<file path="src/rtl/core/sads_pkg.sv">
// ----------------------------------------------------------------------------
// sads_pkg
// Shared types and constants for the shared-array double stack unit.
// ----------------------------------------------------------------------------
package sads_pkg;

	// store geometry
	localparam int STORE_DEPTH = 16;
	localparam int WORD_WIDTH  = 32;
	localparam int ADDR_W      = $clog2(STORE_DEPTH);
	localparam int PTR_W       = $clog2(STORE_DEPTH + 1);
	localparam int FIELD_W     = 32;

	// answer for a pop or peek on an empty side
	localparam logic signed [FIELD_W-1:0] EMPTY_WORD = FIELD_W'(-999);

	typedef enum logic [1:0] {
		CMD_PUSH  = 2'd0,
		CMD_POP   = 2'd1,
		CMD_PEEK  = 2'd2,
		CMD_CLEAR = 2'd3
	} command_t;

	typedef enum logic [1:0] {
		ST_OK    = 2'd0,
		ST_FULL  = 2'd1,
		ST_EMPTY = 2'd2
	} status_t;

	// one input item
	typedef struct packed {
		command_t                   command;
		logic                       side;
		logic signed [FIELD_W-1:0] push_value;
	} request_t;

	// one result item
	typedef struct packed {
		logic signed [FIELD_W-1:0] read_value;
		status_t                    status;
		logic                       is_full;
		logic                       lower_empty;
		logic                       upper_empty;
	} result_t;

	// controller to datapath commands
	typedef struct packed {
		logic capture;
		logic execute;
		logic finish;
	} ctl_cmd_t;

endpackage

</file>
<file path="src/rtl/core/sads_ram.sv">
// ----------------------------------------------------------------------------
// sads_ram
// Generic single-port RAM with registered read data.
// ----------------------------------------------------------------------------
module sads_ram #(
	parameter int WIDTH = 32,
	parameter int DEPTH = 16
) (
	input  logic                     clk,
	input  logic                     we,
	input  logic [$clog2(DEPTH)-1:0] addr,
	input  logic [WIDTH-1:0]         wdata,
	output logic [WIDTH-1:0]         rdata
);

	logic [WIDTH-1:0] mem_q [DEPTH];
	logic [WIDTH-1:0] rdata_q;

	// write port and registered read
	always_ff @(posedge clk) begin
		if (we) begin
			mem_q[addr] <= wdata;
		end
		rdata_q <= mem_q[addr];
	end

	assign rdata = rdata_q;

endmodule

</file>
<file path="src/rtl/core/sads_ctrl.sv">
// ----------------------------------------------------------------------------
// sads_ctrl
// Sequencer: accept an item, execute it against the store, deliver the result.
// ----------------------------------------------------------------------------
module sads_ctrl (
	input  logic              clk,
	input  logic              arst_n,
	input  logic              start,
	output logic              busy,
	output logic              done,
	output sads_pkg::ctl_cmd_t cmd
);

	typedef enum logic [1:0] {
		IDLE,
		EXEC,
		FINISH
	} state_t;

	state_t state_q;
	logic   busy_q;
	logic   done_q;

	// state and registered handshake outputs
	always_ff @(posedge clk or negedge arst_n) begin
		if (!arst_n) begin
			state_q <= IDLE;
			busy_q  <= 1'b0;
			done_q  <= 1'b0;
		end else begin
			done_q <= 1'b0;
			case (state_q)
				IDLE: begin
					if (start) begin
						state_q <= EXEC;
						busy_q  <= 1'b1;
					end
				end
				EXEC: begin
					state_q <= FINISH;
				end
				FINISH: begin
					state_q <= IDLE;
					busy_q  <= 1'b0;
					done_q  <= 1'b1;
				end
				default: begin
					state_q <= IDLE;
					busy_q  <= 1'b0;
				end
			endcase
		end
	end

	// datapath commands
	always_comb begin
		cmd.capture = (state_q == IDLE) && start;
		cmd.execute = (state_q == EXEC);
		cmd.finish  = (state_q == FINISH);
	end

	assign busy = busy_q;
	assign done = done_q;

	// busy tracks the state
	a_busy_state: assert property (@(posedge clk) disable iff (!arst_n)
		busy_q == (state_q != IDLE))
		else $error("busy does not match controller state");

	// result strobe lasts one cycle
	a_done_pulse: assert property (@(posedge clk) disable iff (!arst_n)
		done_q |=> !done_q)
		else $error("done held longer than one cycle");

	// every accepted item yields a result
	a_accept_done: assert property (@(posedge clk) disable iff (!arst_n)
		(start && !busy_q) |-> ##3 done_q)
		else $error("accepted item produced no result");

endmodule

</file>
<file path="src/rtl/core/sads_dp.sv">
// ----------------------------------------------------------------------------
// sads_dp
// Datapath: item register, stack pointers, word store and result register.
// ----------------------------------------------------------------------------
module sads_dp (
	input  logic               clk,
	input  logic               arst_n,
	input  sads_pkg::ctl_cmd_t cmd,
	input  sads_pkg::request_t request,
	output sads_pkg::result_t  result
);

	localparam logic [sads_pkg::PTR_W-1:0] DEPTH_PTR =
		sads_pkg::PTR_W'(sads_pkg::STORE_DEPTH);

	sads_pkg::request_t              req_q;
	logic [sads_pkg::PTR_W-1:0]      lower_q;
	logic [sads_pkg::PTR_W-1:0]      upper_q;
	logic [sads_pkg::PTR_W-1:0]      lower_d;
	logic [sads_pkg::PTR_W-1:0]      upper_d;
	sads_pkg::status_t               status_q;
	sads_pkg::status_t               status_d;
	logic                            read_q;
	logic                            read_d;
	sads_pkg::result_t               result_q;
	logic                            full;
	logic                            side_empty;
	logic                            ram_we;
	logic [sads_pkg::PTR_W-1:0]      ram_ptr;
	logic [sads_pkg::WORD_WIDTH-1:0] ram_wdata;
	logic [sads_pkg::WORD_WIDTH-1:0] ram_rdata;

	// item register
	always_ff @(posedge clk) begin
		if (cmd.capture) begin
			req_q <= request;
		end
	end

	assign full       = (lower_q >= upper_q);
	assign side_empty = req_q.side ? (upper_q == DEPTH_PTR) : (lower_q == '0);
	assign ram_wdata  = sads_pkg::WORD_WIDTH'(req_q.push_value);

	// command decode and pointer update
	always_comb begin
		lower_d  = lower_q;
		upper_d  = upper_q;
		status_d = sads_pkg::ST_OK;
		read_d   = 1'b0;
		ram_we   = 1'b0;
		ram_ptr  = lower_q;
		case (req_q.command)
			sads_pkg::CMD_CLEAR: begin
				lower_d = '0;
				upper_d = DEPTH_PTR;
			end
			sads_pkg::CMD_PUSH: begin
				if (full) begin
					status_d = sads_pkg::ST_FULL;
				end else if (!req_q.side) begin
					ram_we  = 1'b1;
					ram_ptr = lower_q;
					lower_d = lower_q + 1'b1;
				end else begin
					ram_we  = 1'b1;
					ram_ptr = upper_q - 1'b1;
					upper_d = upper_q - 1'b1;
				end
			end
			sads_pkg::CMD_POP, sads_pkg::CMD_PEEK: begin
				if (side_empty) begin
					status_d = sads_pkg::ST_EMPTY;
				end else if (!req_q.side) begin
					read_d  = 1'b1;
					ram_ptr = lower_q - 1'b1;
					if (req_q.command == sads_pkg::CMD_POP) begin
						lower_d = lower_q - 1'b1;
					end
				end else begin
					read_d  = 1'b1;
					ram_ptr = upper_q;
					if (req_q.command == sads_pkg::CMD_POP) begin
						upper_d = upper_q + 1'b1;
					end
				end
			end
			default: begin
				status_d = sads_pkg::ST_OK;
			end
		endcase
	end

	// stack pointers
	always_ff @(posedge clk or negedge arst_n) begin
		if (!arst_n) begin
			lower_q <= '0;
			upper_q <= DEPTH_PTR;
		end else if (cmd.execute) begin
			lower_q <= lower_d;
			upper_q <= upper_d;
		end
	end

	// outcome of the executed item
	always_ff @(posedge clk) begin
		if (cmd.execute) begin
			status_q <= status_d;
			read_q   <= read_d;
		end
	end

	sads_ram #(
		.WIDTH (sads_pkg::WORD_WIDTH),
		.DEPTH (sads_pkg::STORE_DEPTH)
	) u_store (
		.clk   (clk),
		.we    (cmd.execute && ram_we),
		.addr  (ram_ptr[sads_pkg::ADDR_W-1:0]),
		.wdata (ram_wdata),
		.rdata (ram_rdata)
	);

	// result register, flags from the updated pointers
	always_ff @(posedge clk) begin
		if (cmd.finish) begin
			if (status_q == sads_pkg::ST_EMPTY) begin
				result_q.read_value <= sads_pkg::EMPTY_WORD;
			end else if (read_q) begin
				result_q.read_value <= sads_pkg::FIELD_W'(signed'(ram_rdata));
			end else begin
				result_q.read_value <= '0;
			end
			result_q.status      <= status_q;
			result_q.is_full     <= (lower_q >= upper_q);
			result_q.lower_empty <= (lower_q == '0);
			result_q.upper_empty <= (upper_q == DEPTH_PTR);
		end
	end

	assign result = result_q;

	// the two stacks never cross
	a_no_cross: assert property (@(posedge clk) disable iff (!arst_n)
		lower_q <= upper_q)
		else $error("stack pointers crossed");

	// upper base stays inside the store
	a_upper_range: assert property (@(posedge clk) disable iff (!arst_n)
		upper_q <= DEPTH_PTR)
		else $error("upper base beyond store");

	// pointers move only while an item executes
	a_ptr_hold: assert property (@(posedge clk) disable iff (!arst_n)
		!cmd.execute |=> ($stable(lower_q) && $stable(upper_q)))
		else $error("pointer changed outside execute");

endmodule

</file>
<file path="src/rtl/core/shared_array_double_stack_unit.sv">
// ----------------------------------------------------------------------------
// shared_array_double_stack_unit
// Two stacks in one word store: lower grows up, upper grows down.
// ----------------------------------------------------------------------------
// An item is taken when start is high and busy is low. EXEC executes it against
// the pointers and issues the store access, FINISH loads the store's registered
// read into the result register, and the result is then shown with done high
// for exactly one cycle, the same cycle busy drops, so a new item can be taken
// in that cycle. The receiver cannot stall; done is a one-cycle strobe and the
// result ports must be captured while it is high. Push on a full store
// answers status full, pop or peek on an empty side answers -999 with status
// empty; clear empties both stacks without touching the stored words.
module shared_array_double_stack_unit (
	input  logic               clk,
	input  logic               arst_n,
	input  logic               start,
	output logic               busy,
	input  sads_pkg::request_t request,
	output logic               done,
	output sads_pkg::result_t  result
);

	sads_pkg::ctl_cmd_t cmd;

	// sequencer
	sads_ctrl u_ctrl (
		.clk    (clk),
		.arst_n (arst_n),
		.start  (start),
		.busy   (busy),
		.done   (done),
		.cmd    (cmd)
	);

	// pointers, store and result
	sads_dp u_dp (
		.clk     (clk),
		.arst_n  (arst_n),
		.cmd     (cmd),
		.request (request),
		.result  (result)
	);

endmodule
</file>
<file path="config.mk">
export PLATFORM = sky130hd
export DESIGN_NAME = shared_array_double_stack_unit
export DESIGN_NICKNAME = d
export VERILOG_FILES = /design/src/rtl/core/sads_pkg.sv /design/src/rtl/core/sads_ram.sv /design/src/rtl/core/sads_ctrl.sv /design/src/rtl/core/sads_dp.sv /design/src/rtl/core/shared_array_double_stack_unit.sv
export SDC_FILE = /design/constraint.sdc
export NUM_CORES = 1
export LEC_CHECK = 0
export BUFFER_PORTS_ARGS = -buffer_cell sky130_fd_sc_hd__buf_2
export CAP_MARGIN = 15
export CORE_AREA = 2 2 206 208
export DETAILED_ROUTE_END_ITERATION = 16
export DIE_AREA = 0 0 208 210
export GPL_ROUTABILITY_DRIVEN = 0
export PLACE_DENSITY = 0.79
export SYNTH_ARGS = -nofsm -noshare
export SYNTH_HDL_FRONTEND = slang
export SYNTH_SLANG_ARGS = --single-unit
</file>
<file path="constraint.sdc">
create_clock -name clk -period 7.6 [get_ports clk]
set_input_delay 0.38 -clock clk [delete_from_list [all_inputs] [get_ports clk]]
set_output_delay 0.38 -clock clk [all_outputs]
set_load 0.02 [all_outputs]
</file>
Word-level counts from Yosys, hierarchy flattened
Memory sizes are Yosys's and may differ from the RTL's. A register that Yosys moved wholly into a read port is not among the register bits.
Cells that the tools add are included.
Widths: inputs -> output; s select.
- word-level logic and storage cells: 81
- bits in writable memories: 512
- input port bits: 38
- output and inout port bits: 39
- register bits after elaboration: 89
- memories kept: 1
- bitwise logic cells: 2
- muxes and demuxes: 32
- add/subtract/negate cells: 4
- equality and inequality tests: 15
- reduce and logical (&&, ||, !) cells: 10
- order comparisons: 1
- memories (memory ; depth ; width ; rd ports ; clocked after memory_dff ; wr ports ; RTL line ; source):
    u_dp.u_store.mem_q ; 16 ; 32 ; 1 ; 1 ; 1 ; sads_ram.sv:16 ; logic [WIDTH-1:0] mem_q [DEPTH];
- operators with widths (operator ; number):
    $mux 5 ; 10
    $mux 32 ; 1
    $pmux 5 s3 ; 2
    $mux 4 ; 4
    $reduce_and 6->1 ; 2
    $add 5x1->5 const B ; 2
    $ne 2x2->1 const B ; 5
    $sub 5x1->5 const B ; 2
    $mux 1 ; 9
    $eq 2x2->1 const B ; 4
    $pmux 2 s2 ; 2
    $pmux 4 s2 ; 1
    $ne 2x1->1 const B ; 3
    $eq 5x5->1 const B ; 1
    $ge 5x5->1 ; 1
    $logic_not 5->1 ; 1
    $eq 2x1->1 const B ; 2
    $logic_not 2->1 ; 2
    $mux 2 ; 2
    $reduce_or 2->1 ; 2
    $logic_and 1x1->1 ; 2
    $not 1->1 ; 2
    $pmux 1 s2 ; 1
    $reduce_and 2->1 ; 1

Longest topological paths before layout
- depth after elaboration: 6
- depth in mapped cells: 15
- gate-level depth less buffers: 11

By module
Synthesis repeated with hierarchy kept, for this count alone.
- cell total of the unflattened synthesis: 1155
- area, all modules: 23879.2 µm²
- modules (own cells, without submodules) (module ; instances ; cells an instance ; seq. area each (µm²) ; area an instance (µm²)):
    sads_ram ; 1 ; 840 ; 16015.4 ; 19862.8
    sads_dp ; 1 ; 303 ; 2503.7 ; 3863.7
    sads_ctrl ; 1 ; 12 ; 100.1 ; 152.6

Least setup slack after synthesis
No wires, ideal clock.
- path kind: register -> register
- start: register u_dp.lower_q[0] (netlist name)
- end: memory u_dp.u_store.mem_q[11][0], enable pin
- period minus slack after synthesis: 5.029 ns
- buffers on the path: 4
- path slack: 2.571 ns
- required time: 7.179 ns
- setup time: 0.421 ns
- stages on the path, launching flop included: 15
- data arrival time: 4.608 ns
- cells stage by stage: dfrtp_1 -> clkbuf_1 -> inv_1 -> ha_1 -> nand2b_1 -> a2111o_1 -> a21oi_4 -> inv_2 -> o41a_1 -> and2_1 -> clkbuf_1 -> buf_6 -> clkbuf_1 -> or3_1 -> nor2_1
- cells in the longest elaborated chain, start to end: 6
- elaborated cells between the ends (all ways): 14
- classes of those cells: 1 x add/sub; 1 x order compare; 10 x mux; 2 x reduce/logical
- ends and longest elaborated chain (item ; RTL line ; source):
    from (decl) ; sads_dp.sv:17 ; logic [sads_pkg::PTR_W-1:0] lower_q;
    from (signal assigned) ; sads_dp.sv:99 ; lower_q <= lower_d;
    $ge 5x5->1 (*) ; sads_dp.sv:40 ; assign full = (lower_q >= upper_q);
    named net u_dp.full ; sads_dp.sv:26 ; logic full;
    $mux 1 ; sads_dp.sv:58 ; if (full) begin
    $mux 1 ; sads_dp.sv:52 ; case (req_q.command)
    $logic_and 1x1->1 ; sads_dp.sv:117 ; .we (cmd.execute && ram_we),
    $mux 1 ; sads_ram.sv:21 ; if (we) begin
    $mux 1 (not written as such) ; sads_ram.sv:22 ; mem_q[addr] <= wdata;
    to (decl) ; sads_ram.sv:16 ;
Mark *: on every way through the listed nets, which the timed path passes. The rest lies on a longest branch.

Final worst setup path
- start: register u_dp.upper_q[0] (netlist name)
- end: memory u_dp.u_store.mem_q[4][15], enable pin
- cells in the longest elaborated chain, start to end: 6
- elaborated cells between the ends (all ways): 14
- classes of those cells: 1 x add/sub; 1 x order compare; 1 x eq/ne; 10 x mux; 1 x reduce/logical
- ends and longest elaborated chain (item ; RTL line ; source):
    from (decl) ; sads_dp.sv:18 ; logic [sads_pkg::PTR_W-1:0] upper_q;
    from (signal assigned) ; sads_dp.sv:100 ; upper_q <= upper_d;
    $ge 5x5->1 ; sads_dp.sv:40 ;
    $mux 1 ; sads_dp.sv:58 ;
    $mux 1 ; sads_dp.sv:52 ;
    $logic_and 1x1->1 ; sads_dp.sv:117 ;
    $mux 1 ; sads_ram.sv:21 ;
    $mux 1 (not written as such) ; sads_ram.sv:22 ;
Parallel ways exist; a longest one is shown, timed or not.

==> metrics <==
row count=75; worst-path maximum fanout=74; post-synthesis register bit count=633; Resized Gates After CTS=0; drt pass-1 iters=6; number of global-route vias before repair=roughly 15000; Final Hold Viols=0; Yosys cell types=59; fillers=~2700; first-iteration detailed-routing DRC count=around 2100; MaxCap Viol Count=0; total number of yosys warnings=0; layout cell share with drive strength beyond 1=12.7%; end of the worst register-to-register path=u_dp.u_store.mem_q[4][15]$_DFFE_PP_; HPWL Detailed=between 20000 and 30000 µm; WL/cell=24.2 µm; min cycle time layout=around 5.4 ns; WHS=0.0442 ns; Crit Path Class=reg2reg; result of the run=complete, no violations; worst-skew pair later-pin latency=between 0.6 and 0.7 ns; worst min path class=in2reg; Slew Limit Headroom=a little under a quarter; post-synthesis instance total=1673; RSZ-0062 raised after global routing=no; DRC=0; clock root cell=clkbuf_16; initial antenna violation count=1; Nets=between 1500 and 2000; Post-Syn Area=24700 µm²; Final Cycle Share=a little under three quarters; RR Startpoint=u_dp.upper_q[0]$_DFFE_PN0P_; Die Height=between 200 and 250 µm; data required time of the critical path=7.91 ns; die span in x=208 µm; Pleak=between 0.009 and 0.01 µW; syn avg cell area=about 15 µm²; maximum root-to-sink buffer count=3; via count=~15000; commonest cells after routing, fill and taps aside=edfxtp_1 (587), nand2_1 (319), and3_1 (135); initial core utilization=between 50% and 60%; clock sinks=633; gr usage total=25.3%; CTS clk-pin slew, worst paths=0.06 ns; R2R depth=10; Hold Buf Count CTS=36; Final Setup Violations=0; WP data arrival=5.74 ns; Worst setup SP type=flip-flop; commonest non-fill, non-tap cell in the layout=edfxtp_1; Core Area=~41000 µm²; Util after Layout=67.5%; CTS Buf Count=60; Vias per Instance=roughly 6.5; placed cells=around 2200; crit end category=flip-flop; WL final=~57000 µm; power density over the cells=about 340 nW/µm²; Pins Over Slew Limit=0; H-tree levels=2; Post-Layout Cell Count=roughly 2300; ant diodes=0; VDD IR max=0.000467 V; IO Pins=just under 80; Worst Hold Launch=start; R2R setup slack=approximately 2.2 ns; die area=~44000 µm²; worst slew pin tran=about 1.2 ns; GR Overflow Total=0; Fmax=roughly 0.18 GHz; hold path depth=2; post-synthesis sequential area ratio=75.4%; Post-synth EDFFs=~590; largest net degree at the start of global routing=170; Port Buffer Count=between 70 and 80; Post-synth ARST share=2.21%; clk_skew=between 0.02 and 0.025 ns; Setup TNS=0 ns; syn nets=1725; Post-synth top flop=edfxtp_1; Final ANT Viol Nets=0; CTS tree=built; setup bufs post-CTS=0; first-pass GRT wire length=85200 µm; Syn-to-layout area delta=13.4%; Hold EP=u_ctrl.state_q[0]$_DFFE_PN0N_
## worst max-delay path, cell delays in order (launching register included)
cell      delay [ns]
dfrtp_1         0.46
inv_1           0.13
ha_1            0.15
nor4bb_1        0.82
o32ai_1         0.18
nand2_1         0.12
o41a_2          0.81
and2_4          0.85
nand2_1         0.48
nor2_4          0.71
buf_4           0.37
## metal layers
layer  share of wire (%)  routed length (µm)  track usage (%)  vias to the layer above
li1                    -                   -                -                     6714
met1                  38               21700             33.8                     7561
met2                  50               28300             41.9                      832
met3                 8.5                4810             3.96                      136
met4                 3.1                1770             11.2                        2
met5               0.019                  11                0                        -
## registers in the layout, indices dropped and copies added (netlist names)
name                flops
u_dp.u_store.mem_q    512
u_ctrl.done             1
u_dp.req_q              3
u_dp.ram_wdata         32
u_dp.u_store.rdata     32
u_dp.read_q             1
u_ctrl.busy             1
u_dp.upper_q            5
u_dp.result            37
u_ctrl.state_q          2
u_dp.lower_q            5
u_dp.status_q           2
## cell families (layout without fill, tap and decap cells)
group | Yosys count | after routing | share of synthesized area (%)
mux | 4 | 4 | 0.177
simple gates | 556 | 556 | 10.7
xor+xnor | 5 | 5 | 0.177
fa+ha+maj | 14 | 14 | 0.709
compound gates | 316 | 316 | 10.3
buf+inv | 145 | 270 | 2.54
flops | 633 | 633 | 75.4
## worst max path at each step
stage	to	slack, ns	cells after the start	from
6_report	u_dp.u_store.mem_q[4][15]$_DFFE_PP_	2.17	10	u_dp.upper_q[0]$_DFFE_PN0P_
5_1_grt	u_dp.u_store.mem_q[4][18]$_DFFE_PP_	1.87	10	u_dp.upper_q[0]$_DFFE_PN0P_
4_1_cts	u_dp.u_store.mem_q[12][10]$_DFFE_PP_	2.16	9	u_dp.upper_q[0]$_DFFE_PN0P_
3_5_place_dp	u_dp.u_store.mem_q[12][8]$_DFFE_PP_	2.21	9	u_dp.upper_q[1]$_DFFE_PN0P_
3_3_place_gp	u_dp.u_store.mem_q[8][12]$_DFFE_PP_	2.34	9	u_dp.upper_q[0]$_DFFE_PN0P_
2_1_floorplan	u_dp.u_store.mem_q[11][0]$_DFFE_PP_	2.57	14	u_dp.lower_q[0]$_DFFE_PN0P_
## synth_stat cells (4+ instances only)
master | count | area (µm²)
edfxtp_1 | 587 | 17600
nand2_1 | 324 | 1220
and3_1 | 135 | 845
a211oi_1 | 129 | 968
a311oi_1 | 129 | 1130
clkbuf_1 | 74 | 278
buf_2 | 36 | 180
or4_1 | 33 | 248
dfxtp_1 | 32 | 641
nor2_1 | 32 | 120
ha_1 | 14 | 175
inv_1 | 14 | 52.6
dfrtp_1 | 13 | 325
buf_1 | 12 | 45.0
o21ai_0 | 10 | 50.1
a21oi_1 | 9 | 45.0
nand3_1 | 6 | 30.0
nor3_1 | 5 | 25.0
o22ai_1 | 5 | 31.3
and2_1 | 4 | 25.0
buf_4 | 4 | 30.0
nor2b_1 | 4 | 25.0
o32ai_1 | 4 | 35.0
or3_1 | 4 | 25.0
## area by class of cell
type	instances	area (µm²)	share of cell area [%]
inverters	16	60.1	0.215
repair buffers	141	1130	4.02
clock buffers	84	1660	5.94
well taps	539	674	2.41
flip-flops and latches	633	18600	66.5
multi-input cells	895	5600	20.0
clock inverters	29	254	0.907
## stage by stage
stage	total power, µW	worst slack, ns	cell area [µm²]
CTS	9460	2.16	27800
global placement	6500	2.34	25500
detailed placement	6600	2.21	25500
global route	9850	1.87	28000
finish	9480	2.17	28000
floorplan	5910	2.57	24700
## power by group
part,leakage (µW),internal [µW],total [µW],switching (µW)
Combinational,0.00287,750,2380,1630
Sequential,0.00574,4040,4200,162
Clock,0.000933,1630,2890,1260
Total,0.00955,6420,9480,3050
(Power assumes the default switching activity.)
